## src/sha1s_pkg.sv

```systemverilog
// ----------------------------------------------------------------------------
// sha1s_pkg
// Shared types and constants of the SHA-1 stream hasher: hash constants,
// byte source codes and the command and status groups between the
// controller and the datapath.
// ----------------------------------------------------------------------------
`default_nettype none

package sha1s_pkg;

  typedef logic [31:0] word_t;

  localparam int HASH_WORDS = 5;
  localparam int SCHED_WORDS = 16;

  localparam word_t INIT_HASH [HASH_WORDS] = '{
    32'h67452301, 32'hEFCDAB89, 32'h98BADCFE, 32'h10325476, 32'hC3D2E1F0
  };

  localparam word_t ROUND_K [4] = '{
    32'h5A827999, 32'h6ED9EBA1, 32'h8F1BBCDC, 32'hCA62C1D6
  };

  localparam logic [7:0] PAD_BYTE = 8'h80;
  localparam logic [5:0] LEN_POS = 6'd56;
  localparam logic [5:0] LAST_FILL = 6'd63;
  localparam logic [6:0] LAST_ROUND = 7'd79;
  localparam logic [2:0] LAST_WORD_IDX = 3'd4;

  localparam logic REQ_APPEND = 1'b0;
  localparam logic REQ_FINISH = 1'b1;

  localparam logic STATUS_OK = 1'b0;
  localparam logic STATUS_TOO_LONG = 1'b1;

  localparam logic [1:0] SEL_DATA = 2'd0;
  localparam logic [1:0] SEL_PAD = 2'd1;
  localparam logic [1:0] SEL_ZERO = 2'd2;
  localparam logic [1:0] SEL_LEN = 2'd3;

  localparam logic [1:0] STAGE_CH = 2'd0;
  localparam logic [1:0] STAGE_PAR1 = 2'd1;
  localparam logic [1:0] STAGE_MAJ = 2'd2;
  localparam logic [1:0] STAGE_PAR2 = 2'd3;

  typedef struct packed {
    logic       shift;
    logic [1:0] byte_sel;
    logic       count;
    logic       round;
    logic [1:0] stage;
    logic       fold;
    logic       restart;
    logic [2:0] word_sel;
  } cmd_t;

  typedef struct packed {
    logic [5:0] fill;
    logic       ovf;
  } stat_t;

  typedef struct packed {
    logic [2:0] word_index;
    logic       last_word;
    logic       status;
  } res_info_t;

endpackage

`default_nettype wire

```

## src/sha1s_if.sv

```systemverilog
// ----------------------------------------------------------------------------
// sha1s request and result channels
// Valid/ready channels carrying request items and digest result items.
// ----------------------------------------------------------------------------
`default_nettype none

interface sha1s_req_if;
  logic       valid;
  logic       ready;
  logic       req_type;
  logic [7:0] data_byte;

  modport source (output valid, req_type, data_byte, input ready);
  modport sink (input valid, req_type, data_byte, output ready);
endinterface

interface sha1s_res_if;
  logic        valid;
  logic        ready;
  logic [31:0] digest_word;
  logic [2:0]  word_index;
  logic        last_word;
  logic        status;

  modport source (output valid, digest_word, word_index, last_word, status, input ready);
  modport sink (input valid, digest_word, word_index, last_word, status, output ready);
endinterface

`default_nettype wire

```

## src/sha1s_dp.sv

```systemverilog
// ----------------------------------------------------------------------------
// sha1s_dp
// Datapath: byte shift line that doubles as the message schedule, round
// logic, chaining words, fill count and message bit length.
// ----------------------------------------------------------------------------
`default_nettype none

module sha1s_dp (
  input  logic                  clk,
  input  logic                  rst,
  input  sha1s_pkg::cmd_t       cmd,
  input  logic [7:0]            data_byte,
  output sha1s_pkg::stat_t      stat,
  output sha1s_pkg::word_t      hash_word
);

  sha1s_pkg::word_t w [sha1s_pkg::SCHED_WORDS];
  sha1s_pkg::word_t h [sha1s_pkg::HASH_WORDS];
  sha1s_pkg::word_t a, b, c, d, e;
  logic [5:0]       fill;
  logic [63:0]      bit_length;
  logic             ovf;

  logic [7:0]        byte_in;
  logic [7:0][7:0]   len_bytes;
  logic [64:0]       len_sum;
  sha1s_pkg::word_t  sched_new;
  sha1s_pkg::word_t  f_val;
  sha1s_pkg::word_t  t_val;

  assign len_bytes = bit_length;
  assign len_sum = {1'b0, bit_length} + 65'd8;
  assign sched_new = {w[13][30:0] ^ w[8][30:0] ^ w[2][30:0] ^ w[0][30:0],
                      w[13][31] ^ w[8][31] ^ w[2][31] ^ w[0][31]};

  always_comb begin
    unique case (cmd.byte_sel)
      sha1s_pkg::SEL_DATA: byte_in = data_byte;
      sha1s_pkg::SEL_PAD:  byte_in = sha1s_pkg::PAD_BYTE;
      sha1s_pkg::SEL_ZERO: byte_in = 8'h00;
      sha1s_pkg::SEL_LEN:  byte_in = len_bytes[3'd7 - fill[2:0]];
      default:             byte_in = 8'h00;
    endcase
  end

  always_comb begin
    unique case (cmd.stage)
      sha1s_pkg::STAGE_CH:  f_val = (b & c) | (~b & d);
      sha1s_pkg::STAGE_MAJ: f_val = (b & c) | (b & d) | (c & d);
      default:              f_val = b ^ c ^ d;
    endcase
  end

  assign t_val = {a[26:0], a[31:27]} + f_val + e + w[0] + sha1s_pkg::ROUND_K[cmd.stage];

  always_comb begin
    unique case (cmd.word_sel)
      3'd0:    hash_word = h[0];
      3'd1:    hash_word = h[1];
      3'd2:    hash_word = h[2];
      3'd3:    hash_word = h[3];
      3'd4:    hash_word = h[4];
      default: hash_word = '0;
    endcase
  end

  assign stat.fill = fill;
  assign stat.ovf = ovf;

  // schedule / byte shift line
  always_ff @(posedge clk) begin
    if (cmd.shift) begin
      for (int j = 0; j < sha1s_pkg::SCHED_WORDS - 1; j++) begin
        w[j] <= {w[j][23:0], w[j+1][31:24]};
      end
      w[sha1s_pkg::SCHED_WORDS-1] <= {w[sha1s_pkg::SCHED_WORDS-1][23:0], byte_in};
    end else if (cmd.round) begin
      for (int j = 0; j < sha1s_pkg::SCHED_WORDS - 1; j++) begin
        w[j] <= w[j+1];
      end
      w[sha1s_pkg::SCHED_WORDS-1] <= sched_new;
    end
  end

  // working variables
  always_ff @(posedge clk) begin
    if (cmd.round) begin
      a <= t_val;
      b <= a;
      c <= {b[1:0], b[31:2]};
      d <= c;
      e <= d;
    end else begin
      a <= h[0];
      b <= h[1];
      c <= h[2];
      d <= h[3];
      e <= h[4];
    end
  end

  always_ff @(posedge clk) begin
    if (rst || cmd.restart) begin
      for (int i = 0; i < sha1s_pkg::HASH_WORDS; i++) begin
        h[i] <= sha1s_pkg::INIT_HASH[i];
      end
      fill <= '0;
      bit_length <= '0;
      ovf <= 1'b0;
    end else begin
      if (cmd.fold) begin
        h[0] <= h[0] + a;
        h[1] <= h[1] + b;
        h[2] <= h[2] + c;
        h[3] <= h[3] + d;
        h[4] <= h[4] + e;
      end
      if (cmd.shift) begin
        fill <= fill + 6'd1;
      end
      if (cmd.count) begin
        bit_length <= len_sum[63:0];
        if (len_sum[64]) begin
          ovf <= 1'b1;
        end
      end
    end
  end

endmodule

`default_nettype wire

```

## src/sha1s_ctrl.sv

```systemverilog
// ----------------------------------------------------------------------------
// sha1s_ctrl
// Controller: takes requests, sequences padding, the 80 rounds and the
// fold into the chaining words, then hands out the digest words.
// ----------------------------------------------------------------------------
`default_nettype none

module sha1s_ctrl (
  input  logic                  clk,
  input  logic                  rst,
  input  logic                  req_valid,
  input  logic                  req_type,
  output logic                  req_ready,
  output logic                  res_valid,
  input  logic                  res_ready,
  output sha1s_pkg::res_info_t  res_info,
  output sha1s_pkg::cmd_t       cmd,
  input  sha1s_pkg::stat_t      stat
);

  localparam logic [2:0] S_IDLE   = 3'd0;
  localparam logic [2:0] S_PAD    = 3'd1;
  localparam logic [2:0] S_ROUND  = 3'd2;
  localparam logic [2:0] S_FOLD   = 3'd3;
  localparam logic [2:0] S_DIGEST = 3'd4;
  localparam logic [2:0] S_ERROR  = 3'd5;

  logic [2:0] state, state_next;
  logic [6:0] rnd, rnd_next;
  logic [2:0] widx, widx_next;
  logic       finishing, finishing_next;
  logic       last_blk, last_blk_next;
  logic       first, first_next;

  always_comb begin
    state_next = state;
    rnd_next = rnd;
    widx_next = widx;
    finishing_next = finishing;
    last_blk_next = last_blk;
    first_next = first;
    cmd = '0;
    cmd.word_sel = widx;
    req_ready = 1'b0;
    res_valid = 1'b0;
    res_info.word_index = widx;
    res_info.last_word = (widx == sha1s_pkg::LAST_WORD_IDX);
    res_info.status = sha1s_pkg::STATUS_OK;

    if (rnd < 7'd20) begin
      cmd.stage = sha1s_pkg::STAGE_CH;
    end else if (rnd < 7'd40) begin
      cmd.stage = sha1s_pkg::STAGE_PAR1;
    end else if (rnd < 7'd60) begin
      cmd.stage = sha1s_pkg::STAGE_MAJ;
    end else begin
      cmd.stage = sha1s_pkg::STAGE_PAR2;
    end

    unique case (state)
      S_IDLE: begin
        req_ready = 1'b1;
        if (req_valid) begin
          if (req_type == sha1s_pkg::REQ_APPEND) begin
            if (!stat.ovf) begin
              cmd.shift = 1'b1;
              cmd.byte_sel = sha1s_pkg::SEL_DATA;
              cmd.count = 1'b1;
              if (stat.fill == sha1s_pkg::LAST_FILL) begin
                state_next = S_ROUND;
                rnd_next = '0;
                finishing_next = 1'b0;
              end
            end
          end else if (stat.ovf) begin
            state_next = S_ERROR;
          end else begin
            state_next = S_PAD;
            first_next = 1'b1;
            finishing_next = 1'b1;
            last_blk_next = (stat.fill < sha1s_pkg::LEN_POS);
          end
        end
      end
      S_PAD: begin
        cmd.shift = 1'b1;
        first_next = 1'b0;
        if (first) begin
          cmd.byte_sel = sha1s_pkg::SEL_PAD;
        end else if (last_blk && stat.fill >= sha1s_pkg::LEN_POS) begin
          cmd.byte_sel = sha1s_pkg::SEL_LEN;
        end else begin
          cmd.byte_sel = sha1s_pkg::SEL_ZERO;
        end
        if (stat.fill == sha1s_pkg::LAST_FILL) begin
          state_next = S_ROUND;
          rnd_next = '0;
        end
      end
      S_ROUND: begin
        cmd.round = 1'b1;
        rnd_next = rnd + 7'd1;
        if (rnd == sha1s_pkg::LAST_ROUND) begin
          state_next = S_FOLD;
        end
      end
      S_FOLD: begin
        cmd.fold = 1'b1;
        if (!finishing) begin
          state_next = S_IDLE;
        end else if (last_blk) begin
          state_next = S_DIGEST;
          widx_next = '0;
        end else begin
          state_next = S_PAD;
          last_blk_next = 1'b1;
        end
      end
      S_DIGEST: begin
        res_valid = 1'b1;
        if (res_ready) begin
          if (widx == sha1s_pkg::LAST_WORD_IDX) begin
            cmd.restart = 1'b1;
            state_next = S_IDLE;
            finishing_next = 1'b0;
          end else begin
            widx_next = widx + 3'd1;
          end
        end
      end
      S_ERROR: begin
        res_valid = 1'b1;
        res_info.word_index = '0;
        res_info.last_word = 1'b1;
        res_info.status = sha1s_pkg::STATUS_TOO_LONG;
        if (res_ready) begin
          cmd.restart = 1'b1;
          state_next = S_IDLE;
        end
      end
      default: begin
        state_next = S_IDLE;
      end
    endcase
  end

  always_ff @(posedge clk) begin
    if (rst) begin
      state <= S_IDLE;
      rnd <= '0;
      widx <= '0;
      finishing <= 1'b0;
      last_blk <= 1'b0;
      first <= 1'b0;
    end else begin
      state <= state_next;
      rnd <= rnd_next;
      widx <= widx_next;
      finishing <= finishing_next;
      last_blk <= last_blk_next;
      first <= first_next;
    end
  end

`ifndef NO_ASSERTIONS
  a_no_overlap: assert property (@(posedge clk) disable iff (rst)
    !(req_ready && res_valid))
    else $error("request and result sides active together");

  a_fill_zero_in_rounds: assert property (@(posedge clk) disable iff (rst)
    (state == S_ROUND) |-> (stat.fill == 6'd0))
    else $error("rounds running on a partly filled block");

  a_round_range: assert property (@(posedge clk) disable iff (rst)
    (state == S_ROUND) |-> (rnd <= sha1s_pkg::LAST_ROUND))
    else $error("round counter out of range");

  a_digest_no_ovf: assert property (@(posedge clk) disable iff (rst)
    (state == S_DIGEST) |-> (!stat.ovf && widx <= sha1s_pkg::LAST_WORD_IDX))
    else $error("digest output with overflowed length or bad index");

  a_fold_after_round: assert property (@(posedge clk) disable iff (rst)
    (state == S_FOLD) |-> ($past(state) == S_ROUND && $past(rnd) == sha1s_pkg::LAST_ROUND))
    else $error("fold without a full set of rounds");
`endif

endmodule

`default_nettype wire

```

## src/sha1_stream_hasher.sv

```systemverilog
// Append: each byte is shifted into the block while idle; the 64th byte of a block starts the 80 rounds and the fold.
// Finish: the request is accepted, then padding bytes are shifted in up to the block end
//   (one or two blocks), each padded block gets the rounds and the fold, then five result transfers follow.
// Rate is set by the single shared round unit, one round per cycle.
// Reset: synchronous and single-cycle; chaining words, fill count and length are restored.
// ----------------------------------------------------------------------------
// sha1_stream_hasher
// SHA-1 over a byte stream: controller plus shift-line datapath.
// ----------------------------------------------------------------------------
`default_nettype none

module sha1_stream_hasher (
  input  logic              clk,
  input  logic              rst,
  sha1s_req_if.sink         req,
  sha1s_res_if.source       res
);

  sha1s_pkg::cmd_t      cmd;
  sha1s_pkg::stat_t     stat;
  sha1s_pkg::res_info_t res_info;
  sha1s_pkg::word_t     hash_word;

  sha1s_ctrl u_ctrl (
    .clk       (clk),
    .rst       (rst),
    .req_valid (req.valid),
    .req_type  (req.req_type),
    .req_ready (req.ready),
    .res_valid (res.valid),
    .res_ready (res.ready),
    .res_info  (res_info),
    .cmd       (cmd),
    .stat      (stat)
  );

  sha1s_dp u_dp (
    .clk       (clk),
    .rst       (rst),
    .cmd       (cmd),
    .data_byte (req.data_byte),
    .stat      (stat),
    .hash_word (hash_word)
  );

  // error transfer carries a zero word
  assign res.digest_word = (res_info.status == sha1s_pkg::STATUS_TOO_LONG) ? '0 : hash_word;
  assign res.word_index = res_info.word_index;
  assign res.last_word = res_info.last_word;
  assign res.status = res_info.status;

endmodule

`default_nettype wire
```

## src/flat_wrapper.sv

```systemverilog
// flat-port wrapper written by rule: the top's interface ports become plain ports
module sha1_stream_hasher_flat 
  (clk, rst, req_valid, req_req_type, req_data_byte, req_ready, res_valid, res_digest_word, res_word_index, res_last_word, res_status, res_ready);
  sha1s_req_if req_i ();
  sha1s_res_if res_i ();
  input  logic clk;
  input  logic rst;
  input wire logic [$bits(req_i.valid)-1:0] req_valid;
  input wire logic [$bits(req_i.req_type)-1:0] req_req_type;
  input wire logic [$bits(req_i.data_byte)-1:0] req_data_byte;
  output wire logic [$bits(req_i.ready)-1:0] req_ready;
  output wire logic [$bits(res_i.valid)-1:0] res_valid;
  output wire logic [$bits(res_i.digest_word)-1:0] res_digest_word;
  output wire logic [$bits(res_i.word_index)-1:0] res_word_index;
  output wire logic [$bits(res_i.last_word)-1:0] res_last_word;
  output wire logic [$bits(res_i.status)-1:0] res_status;
  input wire logic [$bits(res_i.ready)-1:0] res_ready;
  assign req_i.valid = req_valid;
  assign req_i.req_type = req_req_type;
  assign req_i.data_byte = req_data_byte;
  assign req_ready = req_i.ready;
  assign res_valid = res_i.valid;
  assign res_digest_word = res_i.digest_word;
  assign res_word_index = res_i.word_index;
  assign res_last_word = res_i.last_word;
  assign res_status = res_i.status;
  assign res_i.ready = res_ready;
  sha1_stream_hasher u_core (.clk(clk), .rst(rst), .req(req_i), .res(res_i));
endmodule
```

## config.mk

```make
export PLATFORM = sky130hd
export DESIGN_NAME = sha1_stream_hasher_flat
export DESIGN_NICKNAME = d
export VERILOG_FILES = /design/src/sha1s_pkg.sv /design/src/sha1s_if.sv /design/src/sha1s_dp.sv /design/src/sha1s_ctrl.sv /design/src/sha1_stream_hasher.sv /design/src/flat_wrapper.sv
export SDC_FILE = /design/constraint.sdc
export NUM_CORES = 2
export LEC_CHECK = 0
export BUFFER_PORTS_ARGS = -buffer_cell sky130_fd_sc_hd__buf_4
export CAP_MARGIN = 0
export CORE_ASPECT_RATIO = 0.6
export CORE_UTILIZATION = 55
export CTS_BUF_LIST = sky130_fd_sc_hd__clkbuf_8
export CTS_CLUSTER_DIAMETER = 60
export DETAILED_ROUTE_END_ITERATION = 16
export PLACE_DENSITY = 0.81
export SLEW_MARGIN = 20
export SYNTH_ARGS = -nofsm -noshare
export SYNTH_HDL_FRONTEND = slang
export SYNTH_SLANG_ARGS = --single-unit
```

## constraint.sdc

```tcl
create_clock -name clk -period 35.7 [get_ports clk]
set_input_delay 7.14 -clock clk [delete_from_list [all_inputs] [get_ports clk]]
set_output_delay 7.14 -clock clk [all_outputs]
set_load 0.01 [all_outputs]
```

After elaboration in Yosys (flattened, before gate mapping)
Memory sizes are Yosys's and may differ from the RTL's.
Index checks and enable logic that the tools add are counted.
Widths: inputs -> output; s select.
{"block": "word_totals", "register_bits": 247, "output_inout_bits": 39, "mem_count": 2, "ramBits": 672}
{"memory": "u_core.u_dp.w", "words": 16, "word_bits": 32, "read_ports": 16, "rd_ports_with_merged_regs": 0, "wr": 16, "line": "sha1s_dp.sv:17", "text": "sha1s_pkg::word_t w [sha1s_pkg::SCHED_WORDS];"}
{"memory": "u_core.u_dp.h", "words": 5, "word_bits": 32, "read_ports": 5, "rd_ports_with_merged_regs": 0, "wr": 5, "line": "sha1s_dp.sv:18", "text": "sha1s_pkg::word_t h [sha1s_pkg::HASH_WORDS];"}
{"block": "classes", "mux": 102, "order_cmp": 7, "n_eq_ne": 28, "addsub": 14, "reduce_logical": 19, "bitwise": 38}
{"cell": "$mux 32", "n": 29}
{"cell": "$add 32x32->32", "n": 9}
{"cell": "$pmux 32 s5", "n": 1}
{"cell": "$and 32x32->32", "n": 4}
{"cell": "$or 32x32->32", "n": 3}
{"cell": "$xor 31x31->31", "n": 3}
{"cell": "$add 64x4->65 const B", "n": 1}
{"cell": "$bmux 32 s2", "n": 1}
{"cell": "$pmux 32 s2", "n": 1}
{"cell": "$xor 32x32->32", "n": 2}
{"cell": "$mux 3", "n": 15}
{"cell": "$mux 1", "n": 33}
{"cell": "$not 32->32", "n": 1}
{"cell": "$pmux 8 s4", "n": 1}
{"cell": "$mux 7", "n": 4}
{"cell": "$bmux 8 s3", "n": 1}
{"cell": "$ne 2x2->1 const B", "n": 11}
{"cell": "$or 1x1->1", "n": 21}
{"cell": "$pmux 7 s3", "n": 1}
{"cell": "$pmux 3 s6", "n": 1}
{"cell": "$lt 7x6->1 const B", "n": 2}
{"cell": "$eq 3x2->1 const B", "n": 4}
{"cell": "$mux 4", "n": 3}
{"cell": "$pmux 3 s2", "n": 2}
{"cell": "other kinds (33)", "n": 54}

Longest topological paths before layout
{"block": "depth", "depth_word": 11, "mapped_depth": 29, "mapped_depth_nobuf": 27}

Hierarchy
From an unflattened synthesis, not the netlist that was laid out.
{"block": "unflattened", "hier_cells": 4428, "hier_area_um2": 51649.5}
{"module": "sha1s_dp", "cells_per_inst": 4265, "area_per_inst_um2": 50442.1, "seq_area_each_um2": 24743.7, "n_inst": 1}
{"module": "sha1s_ctrl", "cells_per_inst": 128, "area_per_inst_um2": 984.7, "seq_area_each_um2": 320.3, "n_inst": 1}
{"module": "sha1_stream_hasher", "cells_per_inst": 35, "area_per_inst_um2": 222.7, "seq_area_each_um2": 0.0, "n_inst": 1}

Least setup slack after synthesis
Ideal clock, no wire load.
{"block": "synth_timing", "path_kind": "input port to flip-flop", "startpoint": "input port req_valid", "endpoint": "memory u_core.u_dp.w[0][0] in the netlist's numbering (enable)", "cell_stages": 6, "arrival_time_ns": 16.407, "setup_slack_ns": 15.660, "required_ns": 32.068, "setup_ns": 3.632, "cell_sequence": "nor4b_4 -> and2_1 -> buf_2 -> nor2_1 -> clkbuf_1 -> nand2_1"}
{"item": "from (decl)", "line": "flat_wrapper.sv:8", "text": "input wire logic [$bits(req_i.valid)-1:0] req_valid;"}
{"item": "to (decl)", "line": "sha1s_dp.sv:17"}

Worst setup path in the final report
{"block": "layout_timing", "startpoint": "register u_core.u_ctrl.widx[0]", "endpoint": "output port res_digest_word[31]"}
{"block": "layout_between", "elab_chain_len": 3}
{"item": "from (decl)", "line": "sha1s_ctrl.sv:30", "text": "logic [2:0] widx, widx_next;"}
{"item": "from (signal assigned)", "line": "sha1s_ctrl.sv:158", "text": "widx <= widx_next;"}
{"item": "$eq 3x3->1, or another cell as far along", "line": "sha1s_dp.sv:57", "text": "unique case (cmd.word_sel)"}
{"item": "$pmux 32 s5 (*)", "line": "sha1s_dp.sv:57"}
{"item": "$mux 32 (*)", "line": "sha1_stream_hasher.sv:47", "text": "assign res.digest_word = (res_info.status == sha1s_pkg::STATUS_TOO_LONG) ? '0 : hash_word;"}
{"item": "to (decl)", "line": "flat_wrapper.sv:13", "text": "output wire logic [$bits(res_i.digest_word)-1:0] res_digest_word;"}
Mark *: on every way between the ends. The rest lies on a longest branch, timed or not.

==> impl_metrics.env <==
export IMPL_synth_top_area_share_pct=39.5
export IMPL_yosysMostFrequentCell="nand2_1"
export IMPL_drive_above_1_share_pct=5.63
export IMPL_drc=0
export IMPL_rows=86
export IMPL_die_area_um2=94200
export IMPL_cts_root_buf="clkbuf_8"
export IMPL_hold_path_class="reg -> reg"
export IMPL_crit_path_start_kind="flop"
export IMPL_routed_top_layer="met4"
export IMPL_finalCritPeriodShare_pct=30.5
export IMPL_synth_area_um2=51100
export IMPL_setup_violations=0
export IMPL_finalCriticalPeriod_ns=10.89
export IMPL_numCtsBuffers=136
export IMPL_ys_flop_type="edfxtp_1"
export IMPL_cts_max_level=4
export IMPL_synthCells=5501
export IMPL_fmaxAchievable_mhz=91.8
export IMPL_post_cts_buffers=0
export IMPL_timing_critical_path_mode_cell="buf_4"
export IMPL_relSlewSlack_pct=25.9
export IMPL_grt_max_degree=210
export IMPL_hold_viol=0
export IMPL_path_buf_inv=4
export IMPL_fillCellCount=7670
export IMPL_drt_initial_drc_count=5639
export IMPL_p_seq_share_pct=52.5
export IMPL_clkTransAtPathRegs_ns=0.07
export IMPL_gp_congestion=0.989
export IMPL_fin_util_pct=60.0
export IMPL_nets=5841
export IMPL_crit_fanout=32
export IMPL_grt_remaining_overflow=0
export IMPL_pre_cts_ws_ns=24.56
export IMPL_crit_family="buffers and inverters"
export IMPL_yosysUniqueCellTypes=77
export IMPL_ir_worst_vdd_v=0.0000400
export IMPL_r2r_cells=26
export IMPL_tightest_slew_ns=1.11
export IMPL_final_setup_tns_ns=0
export IMPL_viasPerCell=5.89
export IMPL_pwr_density_cell_nw_per_um2=44.5
export IMPL_hold_path_cell_count=2
export IMPL_initial_core_util_pct=55.6
export IMPL_hold_path_end="u_core.u_ctrl.finishing$_SDFFE_PP0P_"
export IMPL_cts_resized=0
export IMPL_port_buffers=51
export IMPL_crit_path_cell_trace="inv_1 > ha_1 > nor2b_2 > buf_4 > o41ai_2 > buf_4 > a31oi_1 > buf_4"
export IMPL_power_frac_clock_pct=35.4
export IMPL_grt_pass1_vias=37100
export IMPL_ant_nets=0
export IMPL_end_kind="output pin"
export IMPL_synth_area_leader_cell="edfxtp_1"
export IMPL_p_leak_nw=24.0
export IMPL_hold_path_startpoint="u_core.u_ctrl.finishing$_SDFFE_PP0P_"
export IMPL_routed_wl_um=136000
export IMPL_p_switching_mw=0.680
export IMPL_final_max_slew_viol_count=0
export IMPL_vias=40200
export IMPL_reg2reg_setup_slack_ns=27.56
export IMPL_clockBufferDepth=3
export IMPL_r2r_end="u_core.u_dp.a[31]$_DFF_P_"
export IMPL_rsz0062_at_grt="false"
export IMPL_drv_cap=0
export IMPL_async_flop_share_pct=0
export IMPL_cts_hold_buf=0
export IMPL_yosysSeqAreaShare_pct=49.0
export IMPL_syn_to_final_growth_pct=7.95
export IMPL_arrival_ns=3.75
export IMPL_wl_met2_um=53200
export IMPL_synth_area_top_cells="edfxtp_1 39%, nand2_1 14%, dfxtp_1 9.6%"
export IMPL_die_y_um=238
export IMPL_core_area_um2=91900
export IMPL_synthTopCellsByCount="1854 x nand2_1, 672 x edfxtp_1, 365 x inv_1"
export IMPL_slowest_delay_ns=0.72
export IMPL_ys_ff_latch=916
export IMPL_antenna_found_initial=1
export IMPL_ios=52
export IMPL_die_x_um=396
export IMPL_hpwl_um=96500
export IMPL_syn_num_nets=5845
export IMPL_synth_edff_count=672
export IMPL_swShare_pct=27.7
export IMPL_worstPathRequired_ns=28.56
export IMPL_synth_area_per_cell_um2=9.29
export IMPL_dr_pass1_iters=8
export IMPL_timing_rr_start="u_core.u_ctrl.rnd[2]$_SDFFE_PP0P_"
export IMPL_grt_pass1_wl_um=210000
export IMPL_wl_met1_um=61600
export IMPL_avgRoutedWirePerCell_um=19.9
export IMPL_p_comb_share_pct=12.1
export IMPL_crit_type="reg -> out"
export IMPL_yosys_warnings=0
export IMPL_track_usage_pct=28.5
export IMPL_outcome="completed"
export IMPL_cts_tree="built"
export IMPL_cpMaxStageDelayCell="ha_1"
export IMPL_cts_sinks=916
export IMPL_worst_slack_ns=24.81
export IMPL_wl_met3_um=18400
export IMPL_clock_latency_ns=0.86
export IMPL_internal_power_mw=1.78
export IMPL_fin_skew_ns=0.0386
[sequential cells by signal, summed over array words and instances, names as in the netlist, 6 cells and up]
signal                  flops
u_core.u_ctrl.rnd           7
u_core.u_dp.a              32
u_core.u_dp.b              32
u_core.u_dp.bit_length     61
u_core.u_dp.c              32
u_core.u_dp.d              32
u_core.u_dp.e              32
u_core.u_dp.fill            6
u_core.u_dp.h             160
u_core.u_dp.w             512
[tightest hold or removal path, stage by stage (launching register included)]
cell	delay, ns
dfxtp_1	0.31
nand2_1	0.05
a21oi_1	0.06
[through the flow]
stage	total power [mW]	instance area [um^2]	hold slack (ns)	std cells
after floorplan	1.54	51100	0.436	5501
after global placement	1.59	52500	0.444	6591
after detailed placement	1.60	52500	0.452	6591
after CTS	2.46	55200	0.462	6831
after global routing	2.55	55200	0.484	6832
final	2.46	55200	0.472	6832
[kinds of logic (layout without fill, tap and decap cells)]
logic type | after synthesis | in the layout | synth area share [%]
buffers and inverters | 592 | 690 | 4.36
AO/OA/AOI/OAI | 928 | 928 | 11.1
flip-flops | 916 | 916 | 49.0
multiplexers | 60 | 60 | 1.50
other | 0 | 1 | 0
XOR/XNOR | 299 | 299 | 5.12
adder cells (fa/ha/maj) | 331 | 331 | 9.94
AND/OR/NAND/NOR | 2375 | 2375 | 18.9
[cell usage in the layout (no fill, tap or decap), types with 14 or more instances in the layout]
cell and count:
a22oi_1 48, and3_1 32, a21oi_1 174, nand2b_1 33
a31oi_1 44, fa_1 125, xnor2_1 170, clkbuf_8 156
or3_1 32, dfxtp_1 243, nor3_1 44, ha_1 206
xor2_1 129, nand3_1 45, nor2b_1 25, o21bai_1 14
nand4_1 25, a21o_1 87, nor2_1 218, and2_1 19
edfxtp_1 672, o211ai_1 21, buf_4 84, inv_1 406
o21ai_0 353, mux2i_1 45, nand2_1 1851, o22ai_1 33
a211oi_1 26, clkinv_1 17, o21a_1 34
[worst max-delay path by stage]
stage                                            start                              end  slack [ns]  cells past startpoint
finish              u_core.u_ctrl.widx[0]$_SDFFE_PP0P_              res_digest_word[31]       24.81                      8
global route        u_core.u_ctrl.widx[0]$_SDFFE_PP0P_              res_digest_word[31]       24.76                      8
CTS                 u_core.u_ctrl.widx[0]$_SDFFE_PP0P_              res_digest_word[31]       24.88                      8
detailed placement                        req_req_type  u_core.u_dp.w[1][165]$_DFFE_PP_       24.56                      7
global placement                          req_req_type   u_core.u_dp.w[0][37]$_DFFE_PP_       24.62                      7
floorplan                                    req_valid    u_core.u_dp.w[0][0]$_DFFE_PP_       15.66                      6
[power by group through the flow]
stage | Combinational, mW | Clock, mW | Sequential (mW)
6_report | 0.298 | 0.870 | 1.29
5_1_grt | 0.332 | 0.923 | 1.30
4_1_cts | 0.294 | 0.877 | 1.29
3_5_place_dp | 0.292 | 0 | 1.31
3_3_place_gp | 0.281 | 0 | 1.31
2_1_floorplan | 0.221 | 0 | 1.32
[layout make-up]
type | instances | area (um^2) | share of cell area (%)
Multi-Input combinational cell | 3993 | 23900 | 43.3
Clock inverter | 84 | 505 | 0.916
Inverter | 365 | 1370 | 2.48
Sequential cell | 916 | 25100 | 45.4
Timing Repair Buffer | 85 | 651 | 1.18
Tap cell | 1232 | 1540 | 2.79
Antenna cell | 1 | 2.50 | 0.00454
Clock buffer | 156 | 2150 | 3.89
[per-layer routing]
| layer | GRT usage (%) | vias to the layer above |
|---|---|---|
| met3 | 8.02 | 218 |
| met1 | 45.3 | 19200 |
| met2 | 37.4 | 2244 |
| met5 | 0 | - |
| met4 | 7.32 | 0 |
| li1 | - | 18600 |
Power figures use the tool's default switching activity.
